### src/hdl/pidci_pkg.sv
// Shared types and constants for the PID controller with conditional integration.
package pidci_pkg;

	localparam int GAIN_WIDTH = 24;
	localparam int GAIN_FRAC  = 24;	// fraction bits of a gain-times-term product
	localparam int OUT_WIDTH  = 12;
	localparam int REG_IDX_WIDTH = 3;

	typedef enum logic [REG_IDX_WIDTH-1:0] {
		REG_KP_GAIN  = 3'd0,
		REG_KI_GAIN  = 3'd1,
		REG_KD_GAIN  = 3'd2,
		REG_SETPOINT = 3'd3,
		REG_OUT_MAX  = 3'd4,
		REG_OUT_MIN  = 3'd5,
		REG_OUT_BASE = 3'd6
	} reg_idx_t;

	localparam logic [GAIN_WIDTH-1:0] KP_GAIN_RST  = 24'd1638400;
	localparam logic [GAIN_WIDTH-1:0] KI_GAIN_RST  = 24'd819;
	localparam logic [GAIN_WIDTH-1:0] KD_GAIN_RST  = 24'd81920;
	localparam int                    SETPOINT_RST = 16384;
	localparam logic [OUT_WIDTH-1:0]  OUT_MAX_RST  = 12'd2000;
	localparam logic [OUT_WIDTH-1:0]  OUT_MIN_RST  = 12'd1000;
	localparam logic [OUT_WIDTH-1:0]  OUT_BASE_RST = 12'd1500;

	// gains, output limits and output base (setpoint width follows the sample width)
	typedef struct packed {
		logic [GAIN_WIDTH-1:0] kp_gain;
		logic [GAIN_WIDTH-1:0] ki_gain;
		logic [GAIN_WIDTH-1:0] kd_gain;
		logic [OUT_WIDTH-1:0]  out_max;
		logic [OUT_WIDTH-1:0]  out_min;
		logic [OUT_WIDTH-1:0]  out_base;
	} ctrl_cfg_t;

endpackage

### src/hdl/pidci_cfg_regs.sv
// Configuration register file: gains, setpoint and drive limits.
module pidci_cfg_regs
	import pidci_pkg::*;
#(
	parameter int SAMPLE_WIDTH = 16,
	parameter int CFG_DATA_WIDTH = 24
) (
	input  logic                            clk,
	input  logic                            arst_n,
	input  logic                            cfg_valid,
	input  logic [REG_IDX_WIDTH-1:0]        cfg_index,
	input  logic [CFG_DATA_WIDTH-1:0]       cfg_data,
	output ctrl_cfg_t                       cfg,
	output logic signed [SAMPLE_WIDTH-1:0]  setpoint
);

	ctrl_cfg_t                      cfg_q;
	logic signed [SAMPLE_WIDTH-1:0] setpoint_q;

	always_ff @(posedge clk or negedge arst_n) begin
		if (!arst_n) begin
			cfg_q.kp_gain  <= KP_GAIN_RST;
			cfg_q.ki_gain  <= KI_GAIN_RST;
			cfg_q.kd_gain  <= KD_GAIN_RST;
			cfg_q.out_max  <= OUT_MAX_RST;
			cfg_q.out_min  <= OUT_MIN_RST;
			cfg_q.out_base <= OUT_BASE_RST;
			setpoint_q     <= SAMPLE_WIDTH'(SETPOINT_RST);
		end else if (cfg_valid) begin
			unique case (reg_idx_t'(cfg_index))
				REG_KP_GAIN:  cfg_q.kp_gain  <= cfg_data[GAIN_WIDTH-1:0];
				REG_KI_GAIN:  cfg_q.ki_gain  <= cfg_data[GAIN_WIDTH-1:0];
				REG_KD_GAIN:  cfg_q.kd_gain  <= cfg_data[GAIN_WIDTH-1:0];
				REG_SETPOINT: setpoint_q     <= cfg_data[SAMPLE_WIDTH-1:0];
				REG_OUT_MAX:  cfg_q.out_max  <= cfg_data[OUT_WIDTH-1:0];
				REG_OUT_MIN:  cfg_q.out_min  <= cfg_data[OUT_WIDTH-1:0];
				REG_OUT_BASE: cfg_q.out_base <= cfg_data[OUT_WIDTH-1:0];
				default: ;	// unused index: dropped
			endcase
		end
	end

	assign cfg      = cfg_q;
	assign setpoint = setpoint_q;

endmodule

### config.mk
export PLATFORM = sky130hd
export DESIGN_NAME = pidci_cfg_regs
export DESIGN_NICKNAME = d
export VERILOG_FILES = /design/src/hdl/pidci_pkg.sv /design/src/hdl/pidci_cfg_regs.sv
export SDC_FILE = /design/constraint.sdc
export NUM_CORES = 1
export LEC_CHECK = 0
export BUFFER_PORTS_ARGS = -buffer_cell sky130_fd_sc_hd__buf_4
export CAP_MARGIN = 20
export CORE_MARGIN = 1
export CORE_UTILIZATION = 50
export DETAILED_ROUTE_END_ITERATION = 10
export PLACE_DENSITY = 0.79
export SYNTH_ARGS = -nofsm -noshare
export SYNTH_HDL_FRONTEND = slang
export SYNTH_SLANG_ARGS = --single-unit
### constraint.sdc
create_clock -name clk -period 0.9 [get_ports clk]
set_clock_uncertainty 0.1 [all_clocks]
set_input_delay 0.09 -clock clk [delete_from_list [all_inputs] [get_ports clk]]
set_output_delay 0.09 -clock clk [all_outputs]
set_load 0.005 [all_outputs]
==> results.toml <==
[routing]
wl_um = 19470
wire_per_inst_um = 28.21
drc = 0
num_vias = 3814
drtPass1Iterations = 4
drt_iter0_drc = 188
drtAntennaViolNets = 0
avgViaCountPerCell = 5.528

[global_routing]
grt_max_degree = 32
grt.overflow.total = 0
grt_pass1_vias = 3970
grt_pass1_wl_um = 22950
grt_util_all_layers_pct = 32.01
antenna_found_initial = 0

[clocking]
cts_root_buf = "clkbuf_8"
clk-insertion-delay-late_ns = 0.52
clockBufferDepth = 2
numClockSinks = 124
cts_tree = "built"
cts-buffers-inserted = 17
h-tree-depth = 4
clk_pin_slew_ns = 0.06
postCtsHoldBufs = 25

[timing]
report.final.slew_viol_count = 0
finalHoldViolCount = 9
fmax_mhz = 718.9
setup_viol = 216
period_needed_ns = 1.391
slew_headroom_pct = 80.45
fin_crit_sh_pct = 154.6
timing.final.ws_setup_ns = -0.4911
worst_hold_slack_ns = -0.07770
rsz0062_at_grt = "true"
setup_tns_ns = -54.52
worstMarginPinSlew_ns = 0.2933

[worst_setup_path]
crit_path_max_incr_delay_ns = 0.57
worstPathCellList = "buf_6"
r2r_cells = 3
critPathCapture = "setpoint[14]"
cp-end-kind = "output pin"
rrSetupSlack_ns = -0.18
worst_setup_path_start_kind = "flip-flop"
crit_cells = 1
timing_worst_setup_path_type = "flip-flop to output pin"
arrival_ns = 1.20
required_ns = 0.71
reg2reg_to = "cfg[32]"
slowest_stage = "dfstp_2"
startpoint = "setpoint[14]"
crit_buf_inv = 1
r2r_start = "cfg[32]"
worstPathMaxFanout = 2
critical-path-top-delay-family = "flip-flops"

[place]
place_inst = 557
port_buffers = 153
dp_hpwl_um = 7892
dpl_cell_area_sq_um = 6506
dp_slack_ns = -0.5042
place.gp.congestion = 0.7363

[worst_hold_path]
hp-class = "primary input to asynchronous set/reset pin"

[power]
power_density_nw_per_um2 = 2657
p_comb_share_pct = 30.8
p_clk_share_pct = 33.3
switching_share_pct = 26.75
power.switching_uw = 6211
seq_power_share_pct = 35.9
vdd_drop_max_mv = 1.754
leakagePower_uw = 0.004167
p_int_uw = 17010

[synth]
synth_cell_types = 13
synth.net_count = 297
synth-xor-area-share_pct = 0
synth-compound-area-share_pct = 0
synthMuxAreaShare_pct = 29.65
yosys_warnings = 0
syn_area_sq_um = 4760
yosys.area_share.simple_pct = 1.972
syn_inst = 267
synth_fa_ha_area_share_pct = 0
ys_seq_area_share_pct = 66.01
synth-seq-cells = 124
netlist.area_leader.share_pct = 48.90
ys_top_cells_by_area = "dfrtp_1, mux2_2, dfstp_2"
avgSynthCellArea_sq_um = 17.83
synth_top_family_by_area = "multiplexers"
synth_top_cell_by_area = "dfrtp_1"

[die]
die_w_um = 99.57
rows = 35
initial_core_util_pct = 51.51
die-height_um = 99.57
io-pin-count = 154
die_area_sq_um = 9913
core_sq_um = 9240

[run]
drv_cap = 0

[run_status]
violations = "negative hold slack, negative setup slack"
status = "finished with violations"

[layout]
drive_gt1_share_pct = 78.61
fin_cells = 690
diodes = 0
layout_common_cells = "buf_6, dfrtp_1, mux2_4, buf_4, mux2_2"
post-route-cell-area_sq_um = 8737
final_common_cell = "buf_6"
synthToLayoutAreaGrowth_pct = 83.57
final_net_count = 578
-- layer usage --
layer,part of all wire [%],vias to the layer above,routed length [um],track usage (%)
li1,-,1516,-,-
met3,5.6,88,1092,7.168
met2,51,223,10020,58.81
met1,37,1987,7211,35.73
met4,5.9,0,1139,13.46
met5,0,-,0,0
-- flip-flops by register name (all words and copies together) (netlist names) --
| signal | count |
|---|---|
| cfg | 108 |
| setpoint | 16 |
-- cells by family after synthesis --
group / Yosys count
buf+inv: 12
flops: 124
mux: 124
simple gates: 7
-- power groups by stage --
stage          logic (uW)  clock network [uW]  registers [uW]
2_1_floorplan        1590                   0            7830
3_3_place_gp         4170                   0            7770
3_5_place_dp         4280                   0            7840
4_1_cts              5920                7510            7970
5_1_grt              7420                8010            8390
6_report             7140                7730            8340
-- what timing repair did --
item                                    4_1_cts  5_1_grt
cloned                                        0        1
hold endpoints to repair                    248        9
gates resized for setup                     129       69
buffers inserted                             50       45
endpoints found under the setup margin      125      194
pin swaps                                     0        1
-- cell usage after synthesis, drive strengths merged --
cell type / instances
dfstp: 31
nor4b: 1
nand4b: 3
buf: 12
dfrtp: 93
and4bb: 3
mux2: 124
-- worst min-delay path by stage --
stage / start / to / slack (ns) / cells past startpoint
floorplan: arst_n / cfg[0] / -0.31 / 0
global placement: arst_n / cfg[1] / -0.11 / 1
detailed placement: arst_n / cfg[1] / -0.11 / 1
CTS: arst_n / cfg[1] / -0.09 / 2
global route: arst_n / cfg[95] / -0.07 / 2
finish: arst_n / cfg[95] / -0.08 / 2
-- layout make-up --
| class | instances | area (sq um) |
|---|---|---|
| flip-flops and latches | 124 | 3142 |
| clock buffers | 19 | 441.7 |
| repair buffers | 274 | 2967 |
| well taps | 129 | 161.4 |
| multi-input cells | 131 | 1814 |
| fillers | 199 | 503.0 |
| clock inverters | 13 | 211.5 |
-- per-stage QoR --
step           total power, uW  util (%)
2_1_floorplan             9415         -
3_3_place_gp             11940     70.41
3_5_place_dp             12130     70.41
4_1_cts                  21400     89.49
5_1_grt                  23810     94.56
6_report                 23220     94.56
No activity file was read; power rests on OpenSTA's default activity.
